File: config.mk
export PLATFORM = sky130hd
export DESIGN_NAME = igpc_cfg
export DESIGN_NICKNAME = d
export VERILOG_FILES = /design/src/hw/rtl/igpc_pkg.sv /design/src/hw/rtl/igpc_cfg.sv
export SDC_FILE = /design/constraint.sdc
export NUM_CORES = 1
export LEC_CHECK = 0
export ABC_AREA = 1
export ABC_CLOCK_PERIOD_IN_PS = 2200
export BUFFER_PORTS_ARGS = -buffer_cell sky130_fd_sc_hd__buf_2
export CORE_ASPECT_RATIO = 1.4
export CORE_MARGIN = 2
export CORE_UTILIZATION = 50
export DETAILED_ROUTE_END_ITERATION = 10
export PLACE_DENSITY = 0.91
export SLEW_MARGIN = 20
export SYNTH_ARGS = -nofsm -noshare
export SYNTH_HDL_FRONTEND = slang
export SYNTH_SLANG_ARGS = --single-unit
File: constraint.sdc
create_clock -name clk -period 2.2 [get_ports clk]
set_input_delay 0.33 -clock clk [delete_from_list [all_inputs] [get_ports clk]]
set_output_delay 0.33 -clock clk [all_outputs]
set_load 0.02 [all_outputs]
File: src/hw/rtl/igpc_pkg.sv
// ----------------------------------------------------------------------------
// igpc_pkg: shared types and constants of the interior grain pixel counter
// Register map, pass modes, default sizes and controller/datapath signals.
// ----------------------------------------------------------------------------
`default_nettype none

package igpc_pkg;

  // Default sizes
  localparam int LABEL_BITS_DEF = 12;
  localparam int COORD_BITS_DEF = 16;
  localparam int COUNT_BITS_DEF = 32;

  // Fixed field widths
  localparam int GRAIN_LABEL_BITS = 32;
  localparam int CFG_DATA_BITS    = 32;
  localparam int CFG_ADDR_BITS    = 5;
  localparam int CFG_INDEX_BITS   = 3;

  // Register indexes
  localparam logic [CFG_INDEX_BITS-1:0] REG_BOX_LOW_X  = 3'd0;
  localparam logic [CFG_INDEX_BITS-1:0] REG_BOX_LOW_Y  = 3'd1;
  localparam logic [CFG_INDEX_BITS-1:0] REG_BOX_LOW_Z  = 3'd2;
  localparam logic [CFG_INDEX_BITS-1:0] REG_BOX_HIGH_X = 3'd3;
  localparam logic [CFG_INDEX_BITS-1:0] REG_BOX_HIGH_Y = 3'd4;
  localparam logic [CFG_INDEX_BITS-1:0] REG_BOX_HIGH_Z = 3'd5;
  localparam logic [CFG_INDEX_BITS-1:0] REG_THREE_DIM  = 3'd6;
  localparam logic [CFG_INDEX_BITS-1:0] REG_PASS_MODE  = 3'd7;

  // Register reset values
  localparam int BOX_LOW_RESET  = 0;
  localparam int BOX_HIGH_RESET = 255;

  // Pass modes; the unused code behaves as a query
  localparam logic [1:0] MODE_MARK  = 2'd0;
  localparam logic [1:0] MODE_COUNT = 2'd1;
  localparam logic [1:0] MODE_QUERY = 2'd2;

  // Controller to datapath commands
  typedef struct packed {
    logic clear_en;  // write zero at the sweep address
    logic accept;    // capture the item and read its table entry
    logic commit;    // update table and totals, load the result register
  } igpc_cmd_t;

  // Datapath to controller status
  typedef struct packed {
    logic clear_done;  // sweep is at the last entry
    logic out_free;    // result register can take a new item
  } igpc_sts_t;

endpackage

`default_nettype wire

File: src/hw/rtl/igpc_cfg.sv
// ----------------------------------------------------------------------------
// igpc_cfg: configuration register file
// APB-style write/read of the region box, dimension select and pass mode.
// ----------------------------------------------------------------------------
`default_nettype none

module igpc_cfg
  import igpc_pkg::*;
#(
  parameter int COORD_BITS = COORD_BITS_DEF
) (
  input  wire logic                      clk,
  input  wire logic                      rst_n,
  input  wire logic                      psel,
  input  wire logic                      penable,
  input  wire logic                      pwrite,
  input  wire logic [CFG_ADDR_BITS-1:0]  paddr,
  input  wire logic [CFG_DATA_BITS-1:0]  pwdata,
  output logic      [CFG_DATA_BITS-1:0]  prdata,
  output logic                           pready,
  output logic signed [COORD_BITS-1:0]   box_lo [3],
  output logic signed [COORD_BITS-1:0]   box_hi [3],
  output logic                           three_dim,
  output logic [1:0]                     pass_mode
);

  logic signed [COORD_BITS-1:0] box_lo_r [3];
  logic signed [COORD_BITS-1:0] box_hi_r [3];
  logic                         three_dim_r;
  logic [1:0]                   pass_mode_r;
  logic [CFG_INDEX_BITS-1:0]    reg_idx;
  logic                         wr_en;

  assign reg_idx = paddr[CFG_ADDR_BITS-1:2];
  assign wr_en   = psel && penable && pwrite;
  assign pready  = 1'b1;

  // Write registers
  always_ff @(posedge clk) begin
    if (!rst_n) begin
      for (int a = 0; a < 3; a++) begin
        box_lo_r[a] <= COORD_BITS'(BOX_LOW_RESET);
        box_hi_r[a] <= COORD_BITS'(BOX_HIGH_RESET);
      end
      three_dim_r <= 1'b1;
      pass_mode_r <= MODE_MARK;
    end else if (wr_en) begin
      unique case (reg_idx)
        REG_BOX_LOW_X:  box_lo_r[0] <= pwdata[COORD_BITS-1:0];
        REG_BOX_LOW_Y:  box_lo_r[1] <= pwdata[COORD_BITS-1:0];
        REG_BOX_LOW_Z:  box_lo_r[2] <= pwdata[COORD_BITS-1:0];
        REG_BOX_HIGH_X: box_hi_r[0] <= pwdata[COORD_BITS-1:0];
        REG_BOX_HIGH_Y: box_hi_r[1] <= pwdata[COORD_BITS-1:0];
        REG_BOX_HIGH_Z: box_hi_r[2] <= pwdata[COORD_BITS-1:0];
        REG_THREE_DIM:  three_dim_r <= pwdata[0];
        REG_PASS_MODE:  pass_mode_r <= pwdata[1:0];
        default:        ;
      endcase
    end
  end

  // Read back, coordinates sign-extended
  always_comb begin
    unique case (reg_idx)
      REG_BOX_LOW_X:  prdata = CFG_DATA_BITS'(box_lo_r[0]);
      REG_BOX_LOW_Y:  prdata = CFG_DATA_BITS'(box_lo_r[1]);
      REG_BOX_LOW_Z:  prdata = CFG_DATA_BITS'(box_lo_r[2]);
      REG_BOX_HIGH_X: prdata = CFG_DATA_BITS'(box_hi_r[0]);
      REG_BOX_HIGH_Y: prdata = CFG_DATA_BITS'(box_hi_r[1]);
      REG_BOX_HIGH_Z: prdata = CFG_DATA_BITS'(box_hi_r[2]);
      REG_THREE_DIM:  prdata = CFG_DATA_BITS'(three_dim_r);
      REG_PASS_MODE:  prdata = CFG_DATA_BITS'(pass_mode_r);
      default:        prdata = '0;
    endcase
  end

  assign box_lo    = box_lo_r;
  assign box_hi    = box_hi_r;
  assign three_dim = three_dim_r;
  assign pass_mode = pass_mode_r;

endmodule

`default_nettype wire

# After elaboration in Yosys (flattened, before gate mapping)
# Index checks and enable logic that the tools add are counted.
dict set report totals {
  register_bits 99
  in_bits 42
  out_inout_bits 132
  word_cells 27
}
dict set report op_classes {
  eq_ne 7
  n_mux 1
  reduce_logical 11
}
# operator count
set ops {}
lappend ops {{$pmux W32 S8} 1}
lappend ops {{$reduce_and A2 Y1} 8}
lappend ops {{$eq A3 B3 Y1 const B} 4}
lappend ops {{$eq A3 B2 Y1 const B} 2}
lappend ops {{$eq A3 B1 Y1 const B} 1}
lappend ops {{$logic_not A3 Y1} 1}
lappend ops {{$logic_and A1 B1 Y1} 2}

# Logic depth before layout (Yosys ltp)
dict set report depth {
  word_depth 3
  mapped_depth 8
  depth_no_buf 6
}

# Worst setup path after synthesis
# No wires, ideal clock.
dict set report synth_path {
  path_kind {input to output}
  startpoint {in paddr[4]}
  endpoint {out prdata[16]}
  arrival_ns 1.760
  required_ns 1.870
  slack_ns 0.110
  cell_stages 8
  path_buffers 3
  cell_sequence {buf_4 inv_2 nand3_2 buf_2 nor2_1 nor2_1 nand3_1 buf_4}
}
dict set report synth_between {
  elab_chain_cells 2
  elab_cells_between_ends 9
  classes_between {eq/ne (7); mux (1); reduce/logical (1)}
}
# item line_no
set synth_lines {}
lappend synth_lines {{start: declaration} igpc_cfg.sv:17} ;# input wire logic [CFG_ADDR_BITS-1:0] paddr,
lappend synth_lines {{$eq A3 B3 Y1, or another cell as far along} igpc_cfg.sv:64} ;# unique case (reg_idx)
lappend synth_lines {{$pmux W32 S8 *} igpc_cfg.sv:64}
lappend synth_lines {{end: declaration} igpc_cfg.sv:19} ;# output logic [CFG_DATA_BITS-1:0] prdata,
# Mark *: on every way between the ends. The rest lies on a longest branch, timed or not.

# Worst setup path after layout
dict set report layout_path {
  startpoint {in paddr[4]}
  endpoint {out prdata[8]}
}
# Same word-level chain as after synthesis.

==> run_results.csv <==
group,metric,value,unit
status,outcome,"complete, no violations",
floorplan,dieWidth,86.22,microns
pwr,p_leak,0.002851,uW
floorplan,core-area,9354,sq um
synthesis,synth-seq-cells,99,
floorplan,die-area,10270,sq um
setup_path,cpPeakStageDelay,0.22,ns
synthesis,synth_common_cells,"nor2_1, dfxtp_1, nand2_1, nand3_1, o21ai_1",
setup_path,required,1.87,ns
setup_path,critPathCaptureType,"output port",
synthesis,synth.top_cell.area_share,41.88,%
setup_path,startpoint_type,"input pin",
layout,fillerInstances,889,
cts,tritoncts,"done",
detailed_routing,wl_per_cell,16.47,microns
timing,hold_viol_final,0,
pwr,power_frac_comb,9.6,%
synthesis,synth_edf_count,0,
global_route,grt_max_degree,100,
layout,ff_latch_area,1982,sq um
setup_path,crit_buf_inv,4,
floorplan,start_util,50.59,%
layout,syn_to_final_growth,21.97,%
layout,multi_input_area,2177,sq um
synthesis,async_reset_ff_share,0,%
synthesis,yosys_warnings,0,
global_route,grt_pass1_wl,23.29,mm
detailed_routing,remaining_drc_errors,0,
setup_path,worstPathArrival,1.65,ns
global_route,track_usage,28.96,%
cts,htreeDepth,3,
synthesis,ys_top_cells_by_area,"dfxtp_1, nor2_1, nand2_1",
setup_path,cp_max_fo,11,
synthesis,netlist-cell-type-count,26,
setup_path,crit_slowest_cell,"buf_2",
pwr,p_int,3061,uW
synthesis,synthesis.nets,721,
cts,cts.sinks,99,
synthesis,yosysSeqAreaShare,41.88,%
timing,worst_pin_slew,0.7027,ns
floorplan,die_y,119.1,microns
layout,stdcell_area,5772,sq um
flow_run,maxCapViolCount,0,
global_route,grt_remaining_overflow,0,
synthesis,syn_avg_cell_area,6.969,sq um
global_route,grt_pass1_vias,4496,
hold_path,hold_class,"in -> reg",
setup_path,critPathKind,"in -> out",
cts,clockBufferDepth,2,
timing,max_freq,505.2,MHz
cts,clk_pin_slew,0.06,ns
cts,cts_buffers,9,
global_route,antenna_found_initial,0,
pwr,switchingPower,974.3,uW
timing,post-route-period-util,89.97,%
setup_path,path_cells,"buf_2, inv_2, nand3_2, buf_4, nor2_1, nor2_1, nand3_1, buf_2",
layout,fin_nets,843,
cts,clkLatencyLatePin,0.35,ns
timing,maxSlewViolCount,0,
synthesis,netlist_instances,679,
pwr,vdd_drop_max,0.4030,mV
detailed_routing,drt-vias-per-instance,5.541,
pwr,power.density,699.1,nW/um^2
layout,layout-drive-gt1-share,26.18,%
floorplan,rows,42,
layout,antennaDiodeCount,0,
timing,rsz0062_at_grt,"false",
placement,dp_cells,900,
floorplan,ioPinCount,174,
placement,placed_area,5424,sq um
setup_path,cpLargestDelayFamily,"buffers and inverters",
placement,hpwlAfterDp,10.54,mm
synthesis,synth_area,4732,sq um
detailed_routing,finalWirelength,15.09,mm
detailed_routing,drtIter0Drc,317,
timing,period_minus_slack,1.979,ns
pwr,clkPwrFrac,45.0,%
synthesis,yosysTopAreaCell,"dfxtp_1",
detailed_routing,firstDrtPassIters,5,
pwr,switching_share,24.14,%
synthesis,yosys.cell_count.top_type,"nor2_1",
placement,io_buffers,154,
timing,slew_headroom,53.10,%
timing,skew,0,ns
placement,gp_congestion,0.8834,
cts,cts_root_buf,"clkbuf_16",
synthesis,synthFlopType,"dfxtp_1",
timing,finalSetupViolations,0,
timing,setup_tns,0,ns
detailed_routing,antenna_left,0,
detailed_routing,vias,5076,
layout,layout.cells.non_filler,916,
cts,cts_hold_buf,0,
pwr,seqPwrFrac,45.4,%
==> metrics by stage <==
step / util (%) / total power (uW) / setup slack, ns / hold slack (ns)
after floorplan: - / 2111 / 0.1102 / 0.4432
after global placement: 57.99 / 2249 / 0.1977 / 0.4618
after detailed placement: 57.99 / 2254 / 0.1637 / 0.4687
after CTS: 61.65 / 4039 / 0.1552 / 0.2932
after global routing: 61.70 / 4157 / 0.1751 / 0.3145
final: 61.70 / 4035 / 0.2206 / 0.3005
==> cell usage in the layout, fill, tap and decap left out, types with 5 or more instances in the layout <==
cell	Yosys	routed
buf_2	15	154
o211ai_1	7	7
clkbuf_16	0	9
inv_1	47	47
nor2_4	5	5
o21ai_1	49	49
inv_2	5	5
buf_4	22	18
nand2_1	94	94
nand3_1	52	51
nand4_1	21	21
o21ai_0	39	39
nor2_1	138	138
nor3_1	48	48
dfxtp_1	99	99
==> repair_timing <==
| action | 4_1_cts | 5_1_grt |
|---|---|---|
| gates resized for setup | 0 | 1 |
| endpoints found under the setup margin | 0 | 17 |
| buffers inserted | 0 | 0 |
==> sequential cells by signal, indices dropped and copies added, names as in the netlist <==
register / count
pass_mode: 2
box_lo: 48
box_hi: 48
three_dim: 1
==> metal layers <==
metal | up-vias | global-route usage [%] | wire [microns]
met5 | - | 0 | 0
met4 | 0 | 16.21 | 612
met3 | 44 | 3.257 | 961
met2 | 247 | 49.42 | 7737
met1 | 2337 | 34.79 | 5775
li1 | 2448 | - | -
==> final cells by class <==
type / count / area share, %
Clock buffer: 11 / 4.206
Clock inverter: 5 / 1.734
Inverter: 54 / 3.577
Multi-Input combinational cell: 464 / 37.72
Sequential cell: 99 / 34.34
Tap cell: 110 / 2.385
Timing Repair Buffer: 173 / 16.04
==> worst register-to-register path: cells and delay by family (launching register included) <==
| kind | cells | cell delay (ns) |
|---|---|---|
| AOI/OAI and AO/OA | 1 | 0.22 |
| and+or+nand+nor | 1 | 0.07 |
| DFF | 1 | 0.33 |
==> path summary, 6_finish.rpt <==
| kind | from | endpoint | slack [ns] | cells past startpoint |
|---|---|---|---|---|
| max | paddr[4] | prdata[8] | 0.22 | 8 |
| min | pwdata[3] | box_hi[35] | 0.30 | 3 |
| max reg2reg | box_lo[36] | box_lo[36] | 1.47 | 2 |
| min reg2reg | box_hi[17] | box_hi[17] | 0.49 | 2 |
==> power by group through the flow <==
stage	logic (uW)	registers, uW	clock network (uW)
6_report	388	1830	1810
5_1_grt	413	1830	1910
4_1_cts	383	1830	1820
3_5_place_dp	381	1870	0
3_3_place_gp	377	1870	0
2_1_floorplan	212	1900	0
==> kinds of logic after synthesis <==
logic type | share of synthesized area (%)
AO/OA/AOI/OAI | 10.42
buffers and inverters | 12.22
flip-flops | 41.88
other | 0.07925
AND/OR/NAND/NOR | 35.40
No activity file was read; power rests on OpenSTA's default activity.
