[src/hw/rtl/igpc_pkg.sv]
// ----------------------------------------------------------------------------
// igpc_pkg: shared types and constants of the interior grain pixel counter
// Register map, pass modes, default sizes and controller/datapath signals.
// ----------------------------------------------------------------------------
`default_nettype none

package igpc_pkg;

  // Default sizes
  localparam int LABEL_BITS_DEF = 12;
  localparam int COORD_BITS_DEF = 16;
  localparam int COUNT_BITS_DEF = 32;

  // Fixed field widths
  localparam int GRAIN_LABEL_BITS = 32;
  localparam int CFG_DATA_BITS    = 32;
  localparam int CFG_ADDR_BITS    = 5;
  localparam int CFG_INDEX_BITS   = 3;

  // Register indexes
  localparam logic [CFG_INDEX_BITS-1:0] REG_BOX_LOW_X  = 3'd0;
  localparam logic [CFG_INDEX_BITS-1:0] REG_BOX_LOW_Y  = 3'd1;
  localparam logic [CFG_INDEX_BITS-1:0] REG_BOX_LOW_Z  = 3'd2;
  localparam logic [CFG_INDEX_BITS-1:0] REG_BOX_HIGH_X = 3'd3;
  localparam logic [CFG_INDEX_BITS-1:0] REG_BOX_HIGH_Y = 3'd4;
  localparam logic [CFG_INDEX_BITS-1:0] REG_BOX_HIGH_Z = 3'd5;
  localparam logic [CFG_INDEX_BITS-1:0] REG_THREE_DIM  = 3'd6;
  localparam logic [CFG_INDEX_BITS-1:0] REG_PASS_MODE  = 3'd7;

  // Register reset values
  localparam int BOX_LOW_RESET  = 0;
  localparam int BOX_HIGH_RESET = 255;

  // Pass modes; the unused code behaves as a query
  localparam logic [1:0] MODE_MARK  = 2'd0;
  localparam logic [1:0] MODE_COUNT = 2'd1;
  localparam logic [1:0] MODE_QUERY = 2'd2;

  // Controller to datapath commands
  typedef struct packed {
    logic clear_en;  // write zero at the sweep address
    logic accept;    // capture the item and read its table entry
    logic commit;    // update table and totals, load the result register
  } igpc_cmd_t;

  // Datapath to controller status
  typedef struct packed {
    logic clear_done;  // sweep is at the last entry
    logic out_free;    // result register can take a new item
  } igpc_sts_t;

endpackage

`default_nettype wire

[src/hw/rtl/igpc_ctrl.sv]
// ----------------------------------------------------------------------------
// igpc_ctrl: sequencing controller
// Runs the table clearing sweep, then accepts one item and commits it.
// ----------------------------------------------------------------------------
`default_nettype none

module igpc_ctrl
  import igpc_pkg::*;
(
  input  wire logic      clk,
  input  wire logic      rst_n,
  input  wire logic      in_valid,
  output logic           in_ready,
  input  wire igpc_sts_t sts,
  output igpc_cmd_t      cmd
);

  typedef enum logic [1:0] {
    ST_CLEAR,
    ST_IDLE,
    ST_UPDATE
  } state_t;

  state_t state_r;
  logic   ready_r;

  // Commands follow the state and the handshakes
  always_comb begin
    cmd.clear_en = (state_r == ST_CLEAR);
    cmd.accept   = (state_r == ST_IDLE) && in_valid;
    cmd.commit   = (state_r == ST_UPDATE) && sts.out_free;
  end

  // State and registered ready
  always_ff @(posedge clk) begin
    if (!rst_n) begin
      state_r <= ST_CLEAR;
      ready_r <= 1'b0;
    end else begin
      unique case (state_r)
        ST_CLEAR: begin
          if (sts.clear_done) begin
            state_r <= ST_IDLE;
            ready_r <= 1'b1;
          end
        end
        ST_IDLE: begin
          if (in_valid) begin
            state_r <= ST_UPDATE;
            ready_r <= 1'b0;
          end
        end
        ST_UPDATE: begin
          if (sts.out_free) begin
            state_r <= ST_IDLE;
            ready_r <= 1'b1;
          end
        end
        default: begin
          state_r <= ST_CLEAR;
          ready_r <= 1'b0;
        end
      endcase
    end
  end

  assign in_ready = ready_r;

endmodule

`default_nettype wire

[config.mk]
export PLATFORM = sky130hd
export DESIGN_NAME = igpc_ctrl
export DESIGN_NICKNAME = d
export VERILOG_FILES = /design/src/hw/rtl/igpc_pkg.sv /design/src/hw/rtl/igpc_ctrl.sv
export SDC_FILE = /design/constraint.sdc
export NUM_CORES = 1
export LEC_CHECK = 0
export ABC_AREA = 1
export BUFFER_PORTS_ARGS = -buffer_cell sky130_fd_sc_hd__clkbuf_2
export CORE_AREA = 8 8 45 47
export DETAILED_ROUTE_END_ITERATION = 10
export DIE_AREA = 0 0 53 55
export PLACE_DENSITY = 0.35
export SLEW_MARGIN = 20
export SYNTH_ARGS = -nofsm -noshare
export SYNTH_HDL_FRONTEND = slang
export SYNTH_SLANG_ARGS = --single-unit
[constraint.sdc]
create_clock -name clk -period 2.29 [get_ports clk]
set_clock_uncertainty 0.2 [all_clocks]
set_input_delay 0.1145 -clock clk [delete_from_list [all_inputs] [get_ports clk]]
set_output_delay 0.1145 -clock clk [all_outputs]
set_load 0.02 [all_outputs]
-- Word-level counts from Yosys, hierarchy flattened
Index checks and enable logic that the tools add are counted.
- bits in registers: 3
- bits in latches: 0
- memory bits (writable): 0
- bits in read-only memories: 0
- memories: 0
- add/sub/neg operators: 0
- multiply operators: 0
- div/mod/pow operators: 0
- $lt $le $gt $ge: 0
- equal/unequal tests: 5
- shifts and indexed selects: 0
- muxes and demuxes: 8
- bitwise logic cells: 0
- reduce and logical (&&, ||, !) cells: 4
- operator list (cell ; count):
    $mux W2 ; 3
    $ne A2 B2 Y1 const B ; 3
    $pmux W2 S3 ; 1
    $mux W1 ; 3
    $pmux W1 S3 ; 1
    $reduce_and A3 Y1 ; 1
    $eq A2 B1 Y1 const B ; 1
    $eq A2 B2 Y1 const B ; 1
    $logic_and A1 B1 Y1 ; 2
    $logic_not A2 Y1 ; 1

-- Longest topological paths before layout
Gate-level depths: netlist of the first run.
- depth in word-level cells: 3
- depth in mapped cells: 5

-- Worst setup path before layout of the first run
OpenSTA, ideal clock, no wires.
- kind: register to output
- start: register in_ready (netlist name)
- end: output cmd[0] in the netlist's numbering
- arrival time: 950 ps
- setup slack: 1026 ps
- cell stages (with the launch flop): 2
- path buffers: 0
- path through: dfxtp_1 nor3_1
- RTL lines (item ; line ; RTL):
    to (decl) ; igpc_ctrl.sv:15 ; output igpc_cmd_t cmd

==> flow_metrics.tcl, run 1 <==
set metrics [dict create \
    syn_nets 23 \
    cts.sinks 2 \
    fin_crit_sh 0.600 \
    rsz0062_at_grt "no" \
    synth_cell_types 10 \
    cts_tree "built" \
    drc 0 \
    slew_headroom 0.839 \
    cts_setup_buffers 0 \
    final.min_clock_period_ps 1370 \
    worstMarginPinSlew_ps 241 \
    synth_edf_count 0 \
    area_growth_pct 88.2 \
    cap_violations 0 \
    synthArstFlopShare 0 \
    finalSetupViolCount 0 \
    cp.required_ps 1980 \
    placement.cell_area_um2 176 \
    cts_max_level 1 \
    drv_slew 0 \
    portBuffers 8 \
    die_w_um 53 \
    cts_hold_repair.buffers 2 \
    cp_common_cell "clkbuf_2" \
    gp_congestion 0.589 \
    min_path_type "input pin to register" \
    critPathArrivalTime_ps 1060 \
    dp_hpwl_um 285 \
    drive_above_1_share 0.419 \
    clk_pin_slew_worst_paths_ps 30 \
    firstDrtPassIters 2 \
    die_area_um2 2920 \
    finalSetupTns_ps 0 \
    nets 38 \
    critPathLaunchType "input pin" \
    syn_avg_cell_area_um2 6.46 \
    antenna_found_initial 0 \
    synth_top_area_frac 0.344 \
    wire_per_inst_um 7.53 \
    gr-total-overflow 0 \
    grt_max_degree 8 \
    initial_utilization 0.0841 \
    synth-seq-cells 2 \
    grt_pass1_vias 127 \
    cts_buffer_depth 2 \
    yosysSeqAreaShare 0.344 \
    path_cells "dlygate4sd3_1, clkbuf_2, nand3_1, inv_1, clkbuf_2" \
    root_buffer "clkbuf_4" \
    cp-end-kind "output port" \
    netlist_area_um2 116 \
    crit_fanout 2 \
    hold_viol_final 0 \
    yosys_warnings 0 \
    drtIter0Drc 9 \
    ir_drop_uv 169 \
    core_um2 1380 \
    num_vias 149 \
    synth_area_leaders "dfxtp_1 34%, nand2_1 13%, nor2_2 11%" \
    synth_ff_type "dfxtp_1" \
    final_area_um2 219 \
    path_buf_inv 4 \
    fmax_ghz 0.728 \
    status "finished clean" \
    grt_pass1_wl_um 483 \
    avgViaCountPerCell 3.17 \
    cp_slowest_cell "dlygate4sd3_1" \
    yosysTopAreaCell "dfxtp_1" \
    synth_most_common_cell "nand2_1" \
    leakage_nw 0.112 \
    wl_um 354 \
    final_antenna_net_count 0 \
    synthesis.instances 18 \
    timing_worst_setup_path_type "input pin to output port" \
    num_antenna_cells 0 \
    crit_family "buffers and inverters" \
    track_usage 0.0278 \
    max_stage_delay_ps 520 \
    rows 14 \
    ios 9 \
    die_h_um 55 \
    clock_latency_ps 220 \
    cellPowerDensity_nw_per_um2 706 \
    cts_buffers 3 \
    ctsResizeCount 0 \
]
==> final cells by class <==
class	instances	area, um^2
Fill cell	162	1160
Clock buffer	3	22.5
Sequential cell	2	40.0
Timing Repair Buffer	10	60.1
Tap cell	16	20.0
Inverter	4	15.0
Multi-Input combinational cell	12	61.3
==> layout by cell type (no fill, tap or decap), types with 2 or more instances in the layout <==
master | Yosys | layout
clkbuf_2 | 0 | 8
nand2_1 | 4 | 4
clkbuf_4 | 0 | 3
nor2_2 | 2 | 2
inv_1 | 2 | 2
nand3_1 | 2 | 2
clkinv_1 | 2 | 2
dlygate4sd3_1 | 0 | 2
dfxtp_1 | 2 | 2
==> cells by family (layout without fill, tap and decap cells) <==
family          count (synthesis)  count (layout)  share of synthesized area
simple gates                   11              11                      0.462
flops                           2               2                      0.344
buf+inv                         4              17                      0.129
compound gates                  1               1                     0.0645
==> state kept, by name, summed over array words and instances (netlist names) <==
signal / count
in_ready: 1
state_r: 1
==> tightest hold or removal path: cells and delay by family <==
kind | cells | cell delay [ps]
buffers and inverters | 2 | 140
and+or+nand+nor | 1 | 80
AOI/OAI and AO/OA | 1 | 60
==> per-stage QoR <==
stage	utilization	std cells	worst slack, ps	hold slack, ps	total power, mW
6_report	0.158	47	917	26.9	0.155
2_1_floorplan	-	18	1030	49.3	0.0629
3_5_place_dp	0.127	42	1170	159	0.0753
4_1_cts	0.158	47	903	14.6	0.163
5_1_grt	0.158	47	846	34.4	0.170
3_3_place_gp	0.127	42	1170	154	0.0755
==> routing by layer <==
| layer | track usage | part of all wire | up-vias | routed length [um] |
|---|---|---|---|---|
| met5 | 0 | 0 | - | 0 |
| met1 | 0.0242 | 0.42 | 60 | 147 |
| met2 | 0.0234 | 0.39 | 6 | 138 |
| met4 | 0.0259 | 0 | 0 | 0 |
| li1 | - | - | 83 | - |
| met3 | 0.0455 | 0.19 | 0 | 69 |
==> final timing paths <==
path                                            start                       to  slack, ps  cells after the start
worst max-delay path                         in_valid                   cmd[1]        920                      5
worst max register to register  in_ready$_SDFFE_PN0P_    in_ready$_SDFFE_PN0P_       1200                      5
worst min-delay path                           sts[0]  state_r[1]$_SDFFE_PN0P_         30                      4
worst min register to register  in_ready$_SDFFE_PN0P_  state_r[1]$_SDFFE_PN0P_        410                      2
==> where the power goes <==
group	internal (mW)	switching, mW
combinational	0.0146	0.0197
sequential	0.0382	0.00436
clock	0.0578	0.0199
No activity file was read; power rests on OpenSTA's default activity.
==> run 2, diff against run 1 <==
- clock period: 2.29 -> 1.25 ns (I/O delays scaled with it)
==> run 2 against run 1 <==
Effect of this change: the run now ends with negative hold slack left; critical path depth shrank 3; die area unchanged; sequential cell count unchanged; cell count up 2.1%; critical path type is now register to output port; register-to-register slack got worse by 980 ps; combinational power increased by 97%; largest cell class is now buffers; final area rose by 9.1%; clock-buffer cell count unchanged; via count is 4.0% higher; largest power group unchanged; clock power increased by 81%.
==> flow_metrics.tcl, run 2 (synthesis gave the netlist of run 1 again) <==
set metrics [dict create \
    cap_violations 0 \
    regArea_um2 45.0 \
    critPathArrivalTime_ps 930 \
    finalSetupViolCount 0 \
    rows 14 \
    dp_hpwl_um 298 \
    track_usage 0.0338 \
    dp_cells 42 \
    gp_congestion 0.596 \
    drv_slew 0 \
    fin_hold_ws_ps -69.1 \
    stdcell_count 48 \
    cts_buffer_depth 2 \
    cp.required_ps 990 \
    firstDrtPassIters 2 \
    cts_buffers 3 \
    drtIter0Drc 3 \
    avgViaCountPerCell 3.23 \
    die_w_um 53 \
    max_stage_delay_ps 350 \
    fill_cells 168 \
    grt_pass1_wl_um 572 \
    cts_hold_repair.buffers 3 \
    cts.sinks 2 \
    fin_total_pwr_uw 288 \
    final_antenna_net_count 0 \
    pre_cts_slack_ps 164 \
    fin_crit_sh 0.951 \
    clk_pin_slew_worst_paths_ps 30 \
    drive_above_1_share 0.500 \
    wl_um 387 \
    cp_slowest_cell "dfxtp_4" \
    timing_worst_setup_path_type "register to output port" \
    ir_drop_uv 298 \
    core_um2 1380 \
    root_buffer "clkbuf_4" \
    multiInputGateArea_um2 61.3 \
    placement.cell_area_um2 176 \
    cts_max_level 1 \
    layout_setup_ws_ps 61.0 \
    die_h_um 55 \
    rsz0062_at_grt "no" \
    wire_per_inst_um 8.06 \
    path_buf_inv 1 \
    grt_pass1_vias 140 \
    slew_headroom 0.899 \
    grt_max_degree 8 \
    leakage_nw 0.120 \
    ios 9 \
    fmax_ghz 0.841 \
    finalSetupTns_ps 0 \
    portBuffers 8 \
    crit_family "flip-flops" \
    path_cells "nor3_1, buf_4" \
    final_area_um2 239 \
    violations "negative hold slack" \
    initial_utilization 0.0841 \
    gr-total-overflow 0 \
    die_area_um2 2920 \
    antenna_found_initial 0 \
    hold_viol_final 1 \
    num_antenna_cells 0 \
    min_path_type "input pin to register" \
    clock_latency_ps 220 \
    cp-end-kind "output port" \
    status "complete, but fails checks" \
    final.min_clock_period_ps 1190 \
    final_core_util 0.173 \
    cts_tree "built" \
    worstMarginPinSlew_ps 150 \
    nets 39 \
    final_cell_mix "6 x clkbuf_2, 4 x nand2_1, 3 x clkbuf_4, 3 x dlygate4sd3_1" \
    critPathLaunchType "register" \
    final_common_cell "clkbuf_2" \
    drc 0 \
    cellPowerDensity_nw_per_um2 1200 \
    num_vias 155 \
    area_growth_pct 105 \
    crit_fanout 7 \
]
[run 2: layer usage]
| metal | global-route usage | share of wire | vias up |
|---|---|---|---|
| li1 | - | - | 84 |
| met1 | 0.0287 | 0.37 | 63 |
| met3 | 0.0508 | 0.18 | 0 |
| met5 | 0 | 0 | - |
| met2 | 0.0293 | 0.45 | 8 |
| met4 | 0.0388 | 0 | 0 |
[run 2: power breakdown]
group	total [mW]	switching [mW]	leakage [nW]	internal, mW
sequential	0.0794	0.00834	0.0175	0.0710
combinational	0.0674	0.0366	0.0883	0.0309
clock	0.141	0.0354	0.0138	0.106
[run 2: worst paths after layout]
check / from / slack (ps) / cells past startpoint / to
setup / recovery: in_ready$_SDFFE_PN0P_ / 60 / 2 / cmd[0]
hold / removal: in_valid / -70 / 3 / state_r[1]$_SDFFE_PN0P_
setup reg to reg: in_ready$_SDFFE_PN0P_ / 220 / 5 / in_ready$_SDFFE_PN0P_
hold reg to reg: state_r[1]$_SDFFE_PN0P_ / 370 / 3 / state_r[1]$_SDFFE_PN0P_
[run 2: worst reg2reg max path, cell delays in order, from the launching register on]
cell     delay (ps)
dfxtp_4         350
nor2_2          120
nand2_1          80
nand3_1          80
nand2_1          60
nor2_2           70
[run 2: area by class of cell]
| cell class | count | area share |
|---|---|---|
| Sequential cell | 2 | 0.188 |
| Clock buffer | 3 | 0.0942 |
| Inverter | 4 | 0.0628 |
| Multi-Input combinational cell | 12 | 0.257 |
| Timing Repair Buffer | 11 | 0.314 |
| Tap cell | 16 | 0.0838 |
[run 2: timing repair]
| action | 4_1_cts | 5_1_grt |
|---|---|---|
| hold endpoints to repair | 2 | 1 |
| gates resized for setup | 2 | 6 |
| endpoints found under the setup margin | 2 | 2 |
| pin swaps | 1 | 0 |
| setup buffers | 0 | 0 |
==> run 3, diff against run 2 <==
- SETUP_SLACK_MARGIN: unset -> 0.4
==> run 3 against run 2 <==
Effect of this change: the run still ends with negative hold slack left; global-route usage is 0.22 points lower; fmax is 2.5% higher; die area stayed put; worst hold slack worse by 69 ps; non-clock buffer count stayed put; critical endpoint is now cmd[1]; utilization is 3.0 points higher.
==> flow_metrics.tcl, run 3 (synthesis gave the netlist of run 1 again) <==
set metrics [dict create \
    cp_slowest_cell "dfxtp_4" \
    max_stage_delay_ps 390 \
    root_buffer "clkbuf_4" \
    cp-end-kind "output port" \
    initial_utilization 0.0841 \
    firstDrtPassIters 1 \
    cp.required_ps 990 \
    rsz0062_at_grt "yes" \
    antenna_found_initial 0 \
    multiInputGateArea_um2 81.3 \
    path_buf_inv 2 \
    avgViaCountPerCell 3.14 \
    clock_latency_ps 230 \
    cellPowerDensity_nw_per_um2 1210 \
    portBuffers 8 \
    drv_slew 0 \
    clk_pin_slew_worst_paths_ps 30 \
    crit_fanout 7 \
    num_antenna_cells 0 \
    drive_above_1_share 0.727 \
    cts_buffers 3 \
    placement.cell_area_um2 191 \
    cts.sinks 2 \
    slew_headroom 0.915 \
    layout_setup_ws_ps 89.5 \
    final_area_um2 280 \
    fill_cells 157 \
    fin_crit_sh 0.928 \
    wl_um 408 \
    use_met1 0.0348 \
    critPathLaunchType "register" \
    critPathLaunch "in_ready$_SDFFE_PN0P_" \
    gp_congestion 0.684 \
    violations "negative hold slack" \
    cts_tree "built" \
    cap_violations 0 \
    reg2regPathDepth 6 \
    final_cell_mix "4 x clkbuf_2, 4 x buf_4, 3 x nand2_1, 3 x clkbuf_4" \
    pre_cts_slack_ps 248 \
    min_path_type "input pin to register" \
    hold_viol_final 2 \
    use_met3 0.0481 \
    gr-total-overflow 0 \
    core_um2 1380 \
    grt_pass1_wl_um 614 \
    grt_pass1_vias 156 \
    die_w_um 53 \
    die_h_um 55 \
    fin_hold_ws_ps -139 \
    final.min_clock_period_ps 1160 \
    status "complete, but fails checks" \
    ir_drop_uv 686 \
    regArea_um2 45.0 \
    final_core_util 0.203 \
    r2r_slack_ps 180 \
    fin_total_pwr_uw 338 \
    timing_worst_setup_path_type "register to output port" \
    num_vias 154 \
    grt_max_degree 8 \
    crit_family "flip-flops" \
    track_usage 0.0317 \
    finalSetupTns_ps 0 \
    finalSetupViolCount 0 \
    reg2reg_from "state_r[1]$_SDFFE_PN0P_" \
    rows 14 \
    cts_buffer_depth 2 \
    wire_per_inst_um 8.33 \
    crit_end "cmd[1]" \
    final_antenna_net_count 0 \
    critPathArrivalTime_ps 900 \
    ios 9 \
    die_area_um2 2920 \
    drtIter0Drc 0 \
    grt.busiest_layer "met3" \
    area_growth_pct 141 \
    leakage_nw 0.131 \
    nets 39 \
    r2r_end "in_ready$_SDFFE_PN0P_" \
    crit_cells 3 \
    drc 0 \
    fmax_ghz 0.862 \
    path_cells "nand3_2, inv_2, clkbuf_8" \
    worstMarginPinSlew_ps 127 \
    cts_max_level 1 \
    gr-usage-met2 0.0332 \
]
==> run 3: cell types whose count changed in the layout (fill, tap and decap cells not counted), sizes merged <==
cell | before | now
buf | 2 | 5
clkbuf | 9 | 10
dlygate4sd3 | 3 | 0
==> run 3: worst min-delay path by stage <==
| stage | startpoint | endpoint | cells past startpoint |
|---|---|---|---|
| after floorplan | rst_n | in_ready$_SDFFE_PN0P_ | 2 |
| after CTS | rst_n | in_ready$_SDFFE_PN0P_ | 3 |
| after detailed placement | rst_n | in_ready$_SDFFE_PN0P_ | 3 |
| after global routing | rst_n | in_ready$_SDFFE_PN0P_ | 3 |
| after global placement | rst_n | in_ready$_SDFFE_PN0P_ | 3 |
| final | rst_n | in_ready$_SDFFE_PN0P_ | 3 |
==> run 3: worst reg2reg max path: cells and delay by family, from the launching register on <==
kind / cells / cell delay (ps)
simple gates: 5 / 370
flops: 1 / 310
buf+inv: 1 / 130
==> run 3: final cells by class <==
class                           instances  area share
Timing Repair Buffer                   11       0.330
Multi-Input combinational cell         12       0.290
Sequential cell                         2       0.161
Clock buffer                            4      0.0937
Tap cell                               16      0.0714
Inverter                                4      0.0536
==> run 3: routing by layer <==
metal  part of all wire  wire [um]
met2               0.32        132
met1               0.46        189
met5                  0          0
met3               0.21         86
met4                  0          0
==> run 3: stage by stage <==
stage | std cells | hold slack [ps]
floorplan | 18 | -12.1
global placement | 42 | 100
detailed placement | 42 | 97.8
CTS | 48 | -147
global route | 49 | -134
finish | 49 | -139
==> run 3: repair_timing <==
action / 4_1_cts / 5_1_grt
endpoints found under the setup margin: 6 / 6
endpoints found under the hold margin: 2 / 2
pin swaps: 5 / 2
buffers inserted: 2 / 1
gates resized for setup: 9 / 3
==> run 3: power breakdown <==
group	internal [mW]	switching, mW	leakage, nW
logic	0.0525	0.0450	0.0987
clock network	0.119	0.0399	0.0150
registers	0.0710	0.0108	0.0175
